===== src/tsae_pkg.sv =====
// Shared types and codes for the two-set algebra engine.
// Holds the command and result word layouts and the mode and status codes.
// No dependencies.
package tsae_pkg;

    typedef logic signed [31:0] t_elem;

    typedef struct packed {
        logic [2:0] mode;
        t_elem      value;
    } t_cmd;

    typedef struct packed {
        logic [2:0] status;
        t_elem      element;
        logic       last;
    } t_res;

    localparam logic [2:0] MODE_INS_A     = 3'd0;
    localparam logic [2:0] MODE_INS_B     = 3'd1;
    localparam logic [2:0] MODE_CLEAR     = 3'd2;
    localparam logic [2:0] MODE_DISJOINT  = 3'd3;
    localparam logic [2:0] MODE_UNION     = 3'd4;
    localparam logic [2:0] MODE_INTERSECT = 3'd5;
    localparam logic [2:0] MODE_A_MINUS_B = 3'd6;
    localparam logic [2:0] MODE_B_MINUS_A = 3'd7;

    localparam logic [2:0] ST_ELEMENT      = 3'd0;
    localparam logic [2:0] ST_INSERTED     = 3'd1;
    localparam logic [2:0] ST_DUPLICATE    = 3'd2;
    localparam logic [2:0] ST_FULL         = 3'd3;
    localparam logic [2:0] ST_DISJOINT     = 3'd4;
    localparam logic [2:0] ST_NOT_DISJOINT = 3'd5;
    localparam logic [2:0] ST_EMPTY        = 3'd6;

    localparam int MAX_RESULTS = 16;

endpackage


===== src/tsae_match.sv =====
// Membership compare unit: checks one candidate against the valid entries of a set.
// Depends on tsae_pkg for the element type.
module tsae_match import tsae_pkg::*; #(
    parameter int SET_CAPACITY = 8,
    localparam int CW = $clog2(SET_CAPACITY + 1)
) (
    input  t_elem                    i_cand,
    input  t_elem [SET_CAPACITY-1:0] i_set,
    input  logic  [CW-1:0]           i_count,
    output logic                     o_hit
);

    always_comb begin
        o_hit = 1'b0;
        for (int k = 0; k < SET_CAPACITY; k++) begin
            if ((CW'(k) < i_count) && (i_set[k] == i_cand)) begin
                o_hit = 1'b1;
            end
        end
    end

endmodule


===== src/two_set_algebra_engine_unit.sv =====
// Two-set algebra engine: insert, clear, disjoint query, union, intersection, differences.
// Insert: busy in the insert state, then one result. Clear: taken in the accept cycle, no result.
// Query and set commands: busy while scanning, one candidate compared per cycle by the
// match unit; union passes over all of A, then over B.
// Results leave at most one a cycle and cannot be stalled.
// Synchronous reset empties both sets; stored entries are not cleared. Uses tsae_pkg, tsae_match.
module two_set_algebra_engine_unit import tsae_pkg::*; #(
    parameter int SET_CAPACITY = 8
) (
    input  logic i_clk,
    input  logic i_rst_n,
    input  logic start,
    input  t_cmd i_cmd,
    output logic busy,
    output logic o_strobe,
    output t_res o_res
);

    localparam int CW = $clog2(SET_CAPACITY + 1);
    localparam int IW = (SET_CAPACITY > 1) ? $clog2(SET_CAPACITY) : 1;
    localparam int RW = $clog2(MAX_RESULTS + 1);

    localparam logic [1:0] S_IDLE = 2'd0;
    localparam logic [1:0] S_INS  = 2'd1;
    localparam logic [1:0] S_SCAN = 2'd2;
    localparam logic [1:0] S_FIN  = 2'd3;

    t_elem [SET_CAPACITY-1:0] r_set_a;
    t_elem [SET_CAPACITY-1:0] r_set_b;

    logic [1:0]    r_state, n_state;
    logic [2:0]    r_mode, n_mode;
    t_elem         r_value, n_value;
    logic [CW-1:0] r_cnt_a, n_cnt_a;
    logic [CW-1:0] r_cnt_b, n_cnt_b;
    logic [CW-1:0] r_idx, n_idx;
    logic          r_src_b, n_src_b;
    logic          r_keep, n_keep;
    logic          r_all, n_all;
    logic          r_pend_v, n_pend_v;
    t_elem         r_pend, n_pend;
    logic [RW-1:0] r_nres, n_nres;
    logic          r_strobe, n_strobe;
    t_res          r_res, n_res;

    logic          w_wr_a, w_wr_b;
    t_elem         w_cand;
    t_elem [SET_CAPACITY-1:0] w_mset;
    logic [CW-1:0] w_mcnt;
    logic          w_hit;
    t_elem         w_src_elem;
    logic [CW-1:0] w_src_cnt;
    logic          w_ins_b;
    logic          w_keep_it;

    assign busy     = (r_state != S_IDLE);
    assign o_strobe = r_strobe;
    assign o_res    = r_res;

    assign w_ins_b    = (r_mode == MODE_INS_B);
    assign w_src_elem = r_src_b ? r_set_b[r_idx[IW-1:0]] : r_set_a[r_idx[IW-1:0]];
    assign w_src_cnt  = r_src_b ? r_cnt_b : r_cnt_a;

    // Route the compare unit: insert checks the target set, a scan checks the other set.
    always_comb begin
        if (r_state == S_INS) begin
            w_cand = r_value;
            w_mset = w_ins_b ? r_set_b : r_set_a;
            w_mcnt = w_ins_b ? r_cnt_b : r_cnt_a;
        end else begin
            w_cand = w_src_elem;
            w_mset = r_src_b ? r_set_a : r_set_b;
            w_mcnt = r_src_b ? r_cnt_a : r_cnt_b;
        end
    end

    tsae_match #(
        .SET_CAPACITY(SET_CAPACITY)
    ) u_match (
        .i_cand  (w_cand),
        .i_set   (w_mset),
        .i_count (w_mcnt),
        .o_hit   (w_hit)
    );

    assign w_keep_it = r_all || (w_hit == r_keep);

    always_comb begin
        n_state  = r_state;
        n_mode   = r_mode;
        n_value  = r_value;
        n_cnt_a  = r_cnt_a;
        n_cnt_b  = r_cnt_b;
        n_idx    = r_idx;
        n_src_b  = r_src_b;
        n_keep   = r_keep;
        n_all    = r_all;
        n_pend_v = r_pend_v;
        n_pend   = r_pend;
        n_nres   = r_nres;
        n_strobe = 1'b0;
        n_res    = r_res;
        w_wr_a   = 1'b0;
        w_wr_b   = 1'b0;

        unique case (r_state)
            S_IDLE: begin
                if (start) begin
                    n_mode   = i_cmd.mode;
                    n_value  = i_cmd.value;
                    n_idx    = '0;
                    n_pend_v = 1'b0;
                    n_nres   = '0;
                    n_src_b  = (i_cmd.mode == MODE_B_MINUS_A);
                    n_keep   = (i_cmd.mode == MODE_DISJOINT) || (i_cmd.mode == MODE_INTERSECT);
                    n_all    = (i_cmd.mode == MODE_UNION);
                    unique case (i_cmd.mode)
                        MODE_INS_A, MODE_INS_B: n_state = S_INS;
                        MODE_CLEAR: begin
                            n_cnt_a = '0;
                            n_cnt_b = '0;
                        end
                        default: n_state = S_SCAN;
                    endcase
                end
            end
            S_INS: begin
                n_strobe        = 1'b1;
                n_res.element   = '0;
                n_res.last      = 1'b1;
                n_state         = S_IDLE;
                if (w_hit) begin
                    n_res.status = ST_DUPLICATE;
                end else if (w_mcnt == CW'(SET_CAPACITY)) begin
                    n_res.status = ST_FULL;
                end else begin
                    n_res.status = ST_INSERTED;
                    if (w_ins_b) begin
                        w_wr_b  = 1'b1;
                        n_cnt_b = r_cnt_b + CW'(1);
                    end else begin
                        w_wr_a  = 1'b1;
                        n_cnt_a = r_cnt_a + CW'(1);
                    end
                end
            end
            S_SCAN: begin
                if (r_idx == w_src_cnt) begin
                    // union: after all of A, pass over B keeping what A lacks
                    if (r_all) begin
                        n_all   = 1'b0;
                        n_keep  = 1'b0;
                        n_src_b = 1'b1;
                        n_idx   = '0;
                    end else begin
                        n_state = S_FIN;
                    end
                end else begin
                    n_idx = r_idx + CW'(1);
                    if (w_keep_it) begin
                        if (r_mode == MODE_DISJOINT) begin
                            n_strobe      = 1'b1;
                            n_res.status  = ST_NOT_DISJOINT;
                            n_res.element = w_src_elem;
                            n_res.last    = 1'b1;
                            n_state       = S_IDLE;
                        end else begin
                            // hold one element back so the final one can carry last
                            if (r_pend_v) begin
                                n_strobe      = 1'b1;
                                n_res.status  = ST_ELEMENT;
                                n_res.element = r_pend;
                                n_res.last    = 1'b0;
                            end
                            n_pend_v = 1'b1;
                            n_pend   = w_src_elem;
                            n_nres   = r_nres + RW'(1);
                            if (r_nres == RW'(MAX_RESULTS - 1)) begin
                                n_state = S_FIN;
                            end
                        end
                    end
                end
            end
            S_FIN: begin
                n_strobe   = 1'b1;
                n_res.last = 1'b1;
                n_state    = S_IDLE;
                if (r_mode == MODE_DISJOINT) begin
                    n_res.status  = ST_DISJOINT;
                    n_res.element = '0;
                end else if (r_pend_v) begin
                    n_res.status  = ST_ELEMENT;
                    n_res.element = r_pend;
                end else begin
                    n_res.status  = ST_EMPTY;
                    n_res.element = '0;
                end
            end
            default: n_state = S_IDLE;
        endcase
    end

    // Set storage, written only by an accepted insert.
    always_ff @(posedge i_clk) begin
        if (w_wr_a) begin
            r_set_a[r_cnt_a[IW-1:0]] <= r_value;
        end
        if (w_wr_b) begin
            r_set_b[r_cnt_b[IW-1:0]] <= r_value;
        end
    end

    always_ff @(posedge i_clk) begin
        if (!i_rst_n) begin
            r_state  <= S_IDLE;
            r_cnt_a  <= '0;
            r_cnt_b  <= '0;
            r_strobe <= 1'b0;
            r_pend_v <= 1'b0;
            r_idx    <= '0;
            r_nres   <= '0;
            r_src_b  <= 1'b0;
            r_keep   <= 1'b0;
            r_all    <= 1'b0;
            r_mode   <= MODE_INS_A;
        end else begin
            r_state  <= n_state;
            r_cnt_a  <= n_cnt_a;
            r_cnt_b  <= n_cnt_b;
            r_strobe <= n_strobe;
            r_pend_v <= n_pend_v;
            r_idx    <= n_idx;
            r_nres   <= n_nres;
            r_src_b  <= n_src_b;
            r_keep   <= n_keep;
            r_all    <= n_all;
            r_mode   <= n_mode;
        end
    end

    always_ff @(posedge i_clk) begin
        r_value <= n_value;
        r_pend  <= n_pend;
        r_res   <= n_res;
    end

endmodule

===== config.mk =====
export PLATFORM = sky130hd
export DESIGN_NAME = two_set_algebra_engine_unit
export DESIGN_NICKNAME = d
export VERILOG_FILES = /design/src/tsae_pkg.sv /design/src/tsae_match.sv /design/src/two_set_algebra_engine_unit.sv
export SDC_FILE = /design/constraint.sdc
export NUM_CORES = 1
export LEC_CHECK = 0
export BUFFER_PORTS_ARGS = -buffer_cell sky130_fd_sc_hd__buf_2
export CAP_MARGIN = 5
export CORE_ASPECT_RATIO = 1.4
export CORE_MARGIN = 5
export CORE_UTILIZATION = 45
export CTS_BUF_LIST = sky130_fd_sc_hd__clkbuf_4 sky130_fd_sc_hd__clkbuf_8
export CTS_CLUSTER_DIAMETER = 200
export CTS_CLUSTER_SIZE = 8
export DETAILED_ROUTE_END_ITERATION = 16
export PLACE_DENSITY = 0.66
export SYNTH_ARGS = -nofsm -noshare
export SYNTH_HDL_FRONTEND = slang
export SYNTH_HIERARCHICAL = 1
export SYNTH_SLANG_ARGS = --single-unit

===== constraint.sdc =====
create_clock -name i_clk -period 6.8 [get_ports i_clk]
set_input_delay 1.36 -clock i_clk [delete_from_list [all_inputs] [get_ports i_clk]]
set_output_delay 1.36 -clock i_clk [all_outputs]
set_load 0.02 [all_outputs]

# Yosys cells after proc, flatten, opt, wreduce, memory -nomap -nowiden
# Index checks and enable logic that the tools add are counted.
# word_totals
out_inout_bits	38
ff_bits	639
wordCells	213
input_bits	38
# classes
add_sub_neg	4
n_lt_le_gt_ge	13
n_eq_ne	40
reduce_logical	30
muxes	92
bitwise	2
# ops
cell	count
$mux 256	3
$bwmux 256	2
$eq 32x32->1	8
$bmux 32 s3	2
$demux 32 s3	2
$mux 32	6
$mux 36	4
$pmux 36 s3	1
$mux 35	2
$mux 4	15
$mux 1	32
$pmux 4 s2	3
$ne 2x2->1 const B	11
$mux 5	4
$lt 3x4->1 const A	4
$mux 2	8
$add 4x1->4 const B	3
$lt 3x4->1 const B	3
$ne 3x3->1 const B	4
$reduce_and 4->1	3
$reduce_and 6->1	2
$logic_and 1x1->1	10
$pmux 1 s2	5
$pmux 5 s2	1
27 further kinds	43

# Depth between registers and ports, before layout
# Gate-level depths: netlist of run 1.
# depth
depth_word	19
depth_mapped	20

# Modules after synthesis
# The synthesis of run 1 kept the hierarchy.
# by_module_without_submodules
module	n_inst	area_each_um2	seq_area_each_um2	cells_per_inst
two_set_algebra_engine_unit	1	28058.2	18918.1	1665
tsae_match	1	3189.3	0.0	385

# Worst setup path before layout of run 1
# Ideal clock, no wire load.
# synth_path
path_type	reg-to-reg
startpoint	register r_idx[0]
endpoint	register r_set_a[0] in the netlist's numbering, enable pin
setup_ns	0.502
stages_incl_launch_ff	17
synth_period_minus_slack_ns	7.266
arrival_time_ns	6.764
path_slack_ns	-0.466
n_path_buf	4
cell_sequence	dfxtp_1 > buf_2 > buf_2 > buf_2 > mux4_2 > a22oi_1 > a31oi_1 > buf_6 > xnor2_1 > nand4_1 > nor4_1 > nand2_1 > o21ai_2 > o32a_1 > a2111o_1 > or4_1 > nor4_1
# synth_between
elab_chain_cells	16
elab_cells_between_ends	32
classes_between	eq/ne (8); mux (16); reduce/logical (8)
# synth_lines
item	line_no	source
start, declared	two_set_algebra_engine_unit.sv:36	logic [CW-1:0] r_idx, n_idx;
start signal, assigned	two_set_algebra_engine_unit.sv:233	r_idx <= n_idx;
$bmux 32 s3	two_set_algebra_engine_unit.sv:61	assign w_src_elem = r_src_b ? r_set_b[r_idx[IW-1:0]] : r_set_a[r_idx[IW-1:0]];
$mux 32 (not written as such)	two_set_algebra_engine_unit.sv:61	
$mux 32 *	two_set_algebra_engine_unit.sv:61	
$mux 32 *	two_set_algebra_engine_unit.sv:66	if (r_state == S_INS) begin
named net w_cand[3]	two_set_algebra_engine_unit.sv:47	t_elem w_cand;
$eq 32x32->1	tsae_match.sv:16	if ((CW'(k) < i_count) && (i_set[k] == i_cand)) begin
$logic_and 1x1->1	tsae_match.sv:16	
$mux 1 (7 in series)	tsae_match.sv:16	
$mux 1 *	tsae_match.sv:16	
named net w_hit	two_set_algebra_engine_unit.sv:50	logic w_hit;
$mux 1 *	two_set_algebra_engine_unit.sv:132	if (w_hit) begin
$mux 1 *	two_set_algebra_engine_unit.sv:106	unique case (r_state)
end signal, assigned by index	two_set_algebra_engine_unit.sv:207	r_set_a[r_cnt_a[IW-1:0]] <= r_value;
end, declared	two_set_algebra_engine_unit.sv:28	t_elem [SET_CAPACITY-1:0] r_set_a;
# The timed path passes the listed nets; every way through them passes the cells marked *. The select of a mux whose other input is x is not followed.
# A chain may end at the register's enable or synchronous reset.

# Final worst setup path of run 1
# layout_path
startpoint	register r_idx[0]
endpoint	register r_set_a[46] in the netlist's numbering, enable pin
# The elaborated chain is that of the path after synthesis.

==> impl.org, run 1 <==
** Worst hold path
- The worst hold path begins at r_nres[4].
- In this run the worst hold path is classified as flop to flop.

** Layout
- Layout cell share with drive strength beyond 1 :: 29.4%
- Registers take 18900 µm².
- Total Nets Final :: 2204
- Filler cells :: 5845
- Growth of design area from synthesis to finish :: 10.5%
- Total area of multi-input combinational cells :: 11600 µm²

** Die
- Initial Util :: 45.3%
- Number of top-level pins :: 76
- The die is 233 µm wide.
- The floorplan has 114 rows.
- Die H :: 322 µm
- Core Region :: 69000 µm²
- The floorplan step defined a die boundary enclosing 74900 µm².

** Global route
- Entering global routing, the biggest net connects 63 pins.
- Vias in the first global route :: 20300
- Global routing finished with a remaining overflow of 0.
- The first global-routing pass estimated 145000 µm of wire.
- Number of antenna violations at the first check in global routing :: 1
- In the global route stage, overall resource usage came out at 26.9%.

** Timing
- For the final database, setup skew stands at 52.7 ps.
- The worst pin sits at a relative slew slack of 17.5%.
- Min setup slack post-route :: 565 ps
- Slew at the pin closest to its max-slew limit :: 1230 ps
- Setup repair after global routing left no endpoint under its margin.
- After layout, the worst path uses 91.7% of the clock period.
- Fmax :: 160 MHz
- Hold Vio Cnt, Final :: 0
- After routing, the total negative slack on setup checks comes to 0 ps.
- Tmin final :: 6240 ps
- Final Slew Violations :: 0
- Setup violations remaining at the end of the flow were counted as 0.

** Drt
- Residual antenna-violating net count after detailed routing :: 0
- DRC marker count from the first detailed-route iteration :: 2139
- The routed design has 102000 µm of wire.
- Using the TritonRoute via totals, the vias-per-cell ratio works out to 6.29.
- The detailed router placed 19600 vias in this run.
- Iteration count of the initial detailed-routing pass :: 5
- Average routed wire per standard cell :: 32.7 µm
- Post-route DRC :: 0

** Synth
- Number of enable-type register cells in the synthesized netlist :: 612
- Count of warnings emitted by yosys :: 6
- The number of nets handed over by synthesis was 2093.
- The average instance in the mapped netlist occupies 15.2 µm².
- Total standard cell area after synthesis :: 31200 µm²
- Number of distinct library cells after synthesis :: 65
- For this run, the leading register cell type out of synthesis is edfxtp_1.
- For this run, the register share of the synthesized area comes to 60.5%.
- Instance count of the mapped netlist :: 2050
- Ranked by total cell area, the synthesized netlist is headed by edfxtp_1 59%, mux2_2 9.4%, mux4_2 4.6%.
- Share of flip-flops with an asynchronous set or reset after synthesis :: 0%
- Library cell with the largest summed area after synthesis :: edfxtp_1
- Of the post-synthesis cell area, the dominant cell type holds 58.8%.
- Counting flops and latches in the post-synthesis netlist gives 639.

** CTS
- Clock buffer count from CTS :: 89
- TritonCTS clock tree :: yes
- Number of sinks handled by clock tree synthesis :: 639
- Level count of the clock H-tree :: 3
- In this run, post-CTS hold repair placed 0 buffers.
- Post-CTS Repair Setup Buffers :: 0
- At the later pin of the worst-skew pair, clock insertion delay measures 730 ps.
- Clock Pin Slew Worst Setup and Hold Paths :: 70 ps
- In this run the deepest clock path goes through 3 buffers.
- Post-CTS repair changed the size of 0 cells.
- Clock root cell :: clkbuf_8

** Flow run
- The tool flagged a number of max-cap violations equal to 0.

** Critical path
- Worst setup startpoint :: r_idx[0]
- Series of cell instances along the critical path :: buf_12 > buf_12 > mux2i_1 > a221oi_1 > a22oi_1 > a31oi_1 > xnor2_1 > nand4_1 > nor4_1 > nand2_1 > nor2_1 > o32a_1 > a2111o_1 > or4_1 > nor2_4 > buf_4
- Type of the setup path with the least slack :: flop to flop
- Measured in cells, the most critical reg-to-reg path has a length of 16.
- End of the worst register-to-register path :: r_set_a[46]
- Critical Path Max Stage Delay :: 960 ps
- Termination of the worst setup path :: r_set_a[46]
- Buffers plus inverters on the worst setup path :: 3
- Nature of the critical path startpoint :: flop
- Among all stages on the critical path, the largest delay is contributed by a31oi_1.
- Critical path depth :: 16
- Most Frequent Cell on Critical Path :: buf_12
- Critical path fanouts, max :: 24
- Crit. End Element :: flop
- The kind of cell with the highest combined delay along the critical path is compound AO/OA/AOI/OAI gates.
- Worst setup slack for register-to-register paths :: 560 ps
- Data arrival time of the critical path :: 6620 ps
- Required time worst endpoint :: 7180 ps
- In this run the critical register-to-register path is launched from r_idx[0].

** Power
- VDD sags by at most 0.000111 V.
- For this design the ratio of total power to cell area is 256 nW/µm².
- Leak Pwr :: 10.9 nW
- Pwr Total :: 8.83 mW
- For this design the total switching power over the nets is 2.56 mW.
- Share of total power consumed by net switching :: 29.0%
- Internal power consumption :: 6.27 mW
- Clock network fraction of total power :: 30.7%
- Combinational logic is responsible for 18.4% of the overall power.
- The share of total power dissipated in sequential elements is 50.9%.

** Placement
- Count of input and output buffers :: 75
- Routability-driven placement finished with a final weighted congestion of 1.03.
- At the placement stage, the worst setup path has a slack of 663 ps.
- The HPWL after detailed placement is 69400 µm.

** Status
- Status :: finished, final reports clean
metrics by stage:
stage | cell area, µm² | utilization [%] | cells | hold slack, ps
floorplan | 31300 | - | 2050 | 447
global placement | 33100 | 47.9 | 2996 | 455
detailed placement | 33100 | 48.0 | 2998 | 466
CTS | 34500 | 50.0 | 3110 | 475
global route | 34500 | 50.0 | 3111 | 500
finish | 34500 | 50.0 | 3111 | 472
cell families after synthesis:
logic type	count (synthesis)	share of synthesized area [%]
compound gates	256	6.06
xor+xnor	262	7.34
fa+ha+maj	5	0.200
buf+inv	156	2.84
flops	639	60.5
mux	467	18.6
simple gates	265	4.39
how the worst min path moves through the flow:
stage	endpoint	slack, ps	cells after the start
after CTS	r_nres[4]	470	2
after floorplan	r_nres[4]	450	2
final	r_nres[4]	470	2
after detailed placement	r_nres[4]	470	2
after global routing	r_nres[4]	500	2
after global placement	r_nres[4]	450	2
flip-flops by register name (all words and copies together) (netlist names):
register,count
r_state,2
r_set_a,256
r_src_b,1
r_cnt_a,4
r_all,1
r_mode,3
r_idx,4
r_cnt_b,4
r_value,32
r_pend_v,1
r_nres,5
r_keep,1
r_pend,32
o_res,36
r_set_b,256
o_strobe,1
routing by layer:
metal / up-vias / share of wire, % / wire length, µm / GRT usage (%)
met5: - / 0 / 0 / 0
met4: 0 / 7.6 / 7770 / 16.9
met3: 281 / 6.6 / 6680 / 4.34
met2: 939 / 49 / 49400 / 44.6
met1: 10100 / 37 / 37800 / 32.9
li1: 8254 / - / - / -
placed cells by master, fill, tap and decap left out, types with 45 or more instances in the layout:
cell type,synthesis,final
edfxtp_1,612,612
mux4_2,64,64
mux2i_1,141,141
buf_2,56,75
nand2_1,59,59
clkbuf_8,0,91
xnor2_1,141,141
nor2_1,58,47
buf_4,4,65
mux2_2,260,260
xor2_1,121,121
o21ai_0,45,45
a221oi_1,64,64
synth_stat cells, types with 5 or more instances:
library cell and instances:
edfxtp_1 612, mux2_2 260, mux2i_1 141, xnor2_1 141, xor2_1 121, a221oi_1 64, mux4_2 64, nand2_1 59
nor2_1 58, buf_2 56, clkbuf_1 50, o21ai_0 45, nand4_1 44, nor4_1 41, a31oi_1 33, a22o_1 32
a22oi_1 32, buf_6 29, dfxtp_1 27, a21oi_1 13, nand3_1 12, inv_1 10, nand2b_1 10, nor3_1 10
buf_1 7, ha_1 5, o2111ai_1 5, or3_1 5
cell type report:
type / count / share of cell area, %
sequential: 639 / 54.8
multi-input combinational: 1255 / 33.6
timing repair buffer: 166 / 4.01
clock buffer: 107 / 3.97
tap: 928 / 3.36
clock inverter: 5 / 0.130
inverter: 10 / 0.109
antenna: 1 / 0.00725
worst reg2reg max path: cells and delay by family (launching register included):
kind	cells	cell delay, ps
xor gates and xnor gates	1	210
AOI/OAI and AO/OA	5	2310
DFF	1	480
and+or+nand+nor	6	1820
buffers and inverters	3	950
muxes	1	120
power groups by stage:
stage	Sequential, mW	Combinational [mW]	Clock [mW]
floorplan	4.55	0.975	0
global route	4.50	1.66	2.92
finish	4.49	1.62	2.71
global placement	4.57	1.59	0
CTS	4.49	1.60	2.78
detailed placement	4.57	1.59	0
Note: power is estimated with default switching activity, not from simulation.
==> inputs of run 2 (changes only) <==
--- a/config.mk
+++ b/config.mk
@@ -5,7 +5,7 @@
 export SDC_FILE = /design/constraint.sdc
 export NUM_CORES = 1
 export LEC_CHECK = 0
-export BUFFER_PORTS_ARGS = -buffer_cell sky130_fd_sc_hd__buf_2
+export BUFFER_PORTS_ARGS = -buffer_cell sky130_fd_sc_hd__buf_4
 export CAP_MARGIN = 5
 export CORE_ASPECT_RATIO = 1.4
 export CORE_MARGIN = 5
==> run 2 against run 1 <==
  * Hold slack better by 11 ps
  * Combinational power decreased by 2%
  * Clock skew is 7.9 ps lower
  * Largest power group unchanged
  * Die area unchanged
  * Utilization fell by 0.063 points
  * Clock-buffer cell count unchanged
  * Sequential share of layout area increased by 0.070 points
==> impl.org, run 2 (synthesis results as in run 1) <==
** Critical path
- Worst setup startpoint :: r_idx[1] (was r_idx[0])
- Data arrival time of the critical path :: 6740 ps (was 6620 ps)
- Required time worst endpoint :: 7170 ps (was 7180 ps)
- The category of the worst setup path capture point was a flop (unchanged).
- The kind of start point of the critical path was a flop (unchanged).
- The cell type of the slowest stage on the worst timing path is a31oi_1 (unchanged).
- The launching point of the worst reg2reg path is r_idx[1] (was r_idx[0]).
- Series of cell instances along the critical path :: buf_4 > mux4_2 > a22oi_1 > a31oi_1 > xor2_1 > buf_4 > nor4_1 > nand4_1 > o21ai_2 > o32a_1 > a2111o_1 > buf_4 > xor2_1 > nand2b_1 > o41ai_2 > o21ai_4 > buf_12 (was buf_12 > buf_12 > mux2i_1 > a221oi_1 > a22oi_1 > a31oi_1 > xnor2_1 > nand4_1 > nor4_1 > nand2_1 > nor2_1 > o32a_1 > a2111o_1 > or4_1 > nor2_4 > buf_4)
- Critical Path Max Stage Delay :: 1000 ps (was 960 ps)
- Critical path fanouts, max :: 37 (was 24)
- Type of the setup path with the least slack :: flop to flop (unchanged)
- The most used cell along the critical path is buf_4 (was buf_12).

** Timing
- Setup TNS after final layout :: 0 ps (unchanged)
- The number of hold violations in the final report is 0 (unchanged).
- The actual slew at the worst max-slew pin is 1240 ps (was 1230 ps).
- The final worst-path setup slack was 425 ps (was 565 ps).
- Final Slew Violations :: 0 (unchanged)
- Crit share post-route :: 93.8% (was 91.7%)
- Worst clock skew :: 44.9 ps (was 52.7 ps)
- The time the final worst path needs with I/O delays and setup was 6380 ps (was 6240 ps).
- Fmax :: 157 MHz (was 160 MHz)
- RSZ-0062 raised after global routing: no (unchanged).
- Final Setup Violations :: 0 (unchanged)
- Headroom to the max-slew limit :: 17.0% (was 17.5%)

** Placement
- The standard cell area after detailed placement came to 33100 µm² (about the same).
- The worst setup timing slack at the placement stage was 530 ps (was 663 ps).
- The number of buffers added on ports was 75 (unchanged).
- Estimated wirelength of the detail-placed design :: 67800 µm (was 69400 µm)
- The routability-driven placement congestion ratio came to 0.988 (was 1.03).

** Layout
- The fraction of layout cells with a size suffix above 1 came to 28.6% (was 29.4%).
- Total Nets Final :: 2179 (was 2204)
- The finished layout cell area came to 34500 µm² (about the same).
- The post-synthesis to final-layout area growth is 10.4% (was 10.5%).
- The most frequent standard cell in the layout excluding fill and tap cells is edfxtp_1 (unchanged).
- Top library cells by usage in the layout, fill and taps aside :: 612 x edfxtp_1, 260 x mux2_2, 141 x mux2i_1, 141 x xnor2_1, 121 x xor2_1 (unchanged)

** Worst hold path
- Worst hold path class :: flop to flop (unchanged)
- Worst hold start :: r_nres[3] (was r_nres[4])

** Drt
- The iteration-0 DRC count of the detailed router was 1845 (was 2139).
- The number of nets with antenna violations after detailed routing is 0 (unchanged).
- Post-route DRC :: 0 (unchanged)
- The via-per-instance ratio came to 6.23 (was 6.29).
- Average routed wire per standard cell :: 32.3 µm (was 32.7 µm)
- Iteration count of the initial detailed-routing pass :: 6 (was 5)
- The total wire length is 99800 µm (was 102000 µm).
- Number of vias in the routed layout :: 19200 (was 19600)

** Power
- The leakage power of the design was 10.8 nW (was 10.9 nW).
- IR Drop Worst-Case VDD :: 0.000119 V (was 0.000111 V)
- Part of the total power dissipated in combinational logic :: 18.0% (was 18.4%)
- The internal power of the cells is 6.25 mW (was 6.27 mW).
- Pwr Density :: 255 nW/µm² (was 256 nW/µm²)
- Share of total power consumed by net switching :: 28.8% (was 29.0%)
- The clock network power share came to 30.8% (was 30.7%).
- Switching power of the nets :: 2.52 mW (was 2.56 mW)
- Share of total power in sequential cells :: 51.3% (was 50.9%)

** CTS
- The clock-pin slew reported for the worst setup and hold paths after clock tree synthesis was 70 ps (about the same).
- Number of sinks handled by clock tree synthesis :: 639 (unchanged)
- Number of buffers on the longest clock path :: 3 (unchanged)
- The total setup buffers inserted after CTS was 0 (unchanged).
- The number of buffers inserted during clock tree synthesis was 89 (unchanged).
- The library cell used as clock root buffer is clkbuf_8 (unchanged).
- Post-CTS Hold Fix Bufs :: 0 (unchanged)
- Total of cells resized after clock tree synthesis :: 0 (unchanged)
- The clock tree from TritonCTS is yes (unchanged).
- Clock latency of the later-clocked register in the worst-skew pair :: 730 ps (about the same)
- Level count of the clock H-tree :: 3 (unchanged)

** Global route
- The overflow left after global routing came to 0 (unchanged).
- The largest net degree at the start of global routing was 89 (was 63).
- The number of global-route vias before repair came to 19700 (was 20300).
- The first-pass GRT wire length is 142000 µm (was 145000 µm).
- The number of antenna violations at the first check in global routing was 1 (unchanged).
- The aggregate global-route resource usage came to 26.4% (was 26.9%).

** Die
- The core area was 69000 µm² (unchanged).
- The I/O pin count was 76 (unchanged).
- The overall die area is 74900 µm² (unchanged).
- Initial Util :: 45.3% (unchanged)
- Die H :: 322 µm (unchanged)
- The standard-cell row count is 114 (unchanged).
- DIE WIDTH :: 233 µm (unchanged)

** Flow run
- The number of max-cap violations is 0 (unchanged).

** Status
- Status: finished, final reports clean (unchanged).
run 2: changes by cell type in the layout (fill, tap and decap cells not counted):
cell	previous run	this run
buf_2	75	0
buf_4	65	119
buf_12	26	22
a31oi_1	33	32
a31oi_2	1	2
run 2: area by class of cell:
class / instances / area [µm²]
flip-flops and latches: 639 / 18900
clock inverters: 5 / 45.0
multi-input cells: 1255 / 11600
well taps: 928 / 1160
diodes: 1 / 2.50
clock buffers: 107 / 1370
fillers: 5842 / 34500
inverters: 10 / 37.5
repair buffers: 141 / 1330
run 2: final timing paths:
kind | to | slack [ps] | depth (start not counted)
max reg2reg | o_res[11] | 420 | 17
max | o_res[11] | 420 | 17
min reg2reg | r_nres[3] | 480 | 2
min | r_nres[3] | 480 | 2
run 2: stage by stage:
stage	hold WS [ps]	total power, mW	std cells	util, %
final	483	8.78	3086	50.0
after global routing	511	9.05	3086	50.0
after CTS	487	8.83	3085	50.0
after detailed placement	478	6.14	2973	47.9
after global placement	454	6.13	2973	47.9
after floorplan	447	5.53	2050	-
run 2: layer usage:
layer | GRT usage [%] | vias to the layer above | part of all wire (%)
met5 | 0 | - | 0
met4 | 16.3 | 0 | 7.2
met3 | 3.70 | 243 | 6.1
met2 | 44.6 | 857 | 50
met1 | 31.8 | 9926 | 37
li1 | - | 8196 | -
run 2: critical path: cells and delay by family, from the launching register on:
kind            cells  cell delay (ps)
simple gates        3             1150
buf+inv             4             1330
xor+xnor            2              280
mux                 1              330
flops               1              700
compound gates      7             2090
run 2: power groups by stage:
stage,sequential [mW],clock (mW),combinational (mW)
after floorplan,4.55,0,0.975
after CTS,4.50,2.77,1.56
final,4.50,2.70,1.58
after detailed placement,4.58,0,1.55
after global routing,4.51,2.93,1.61
after global placement,4.58,0,1.55
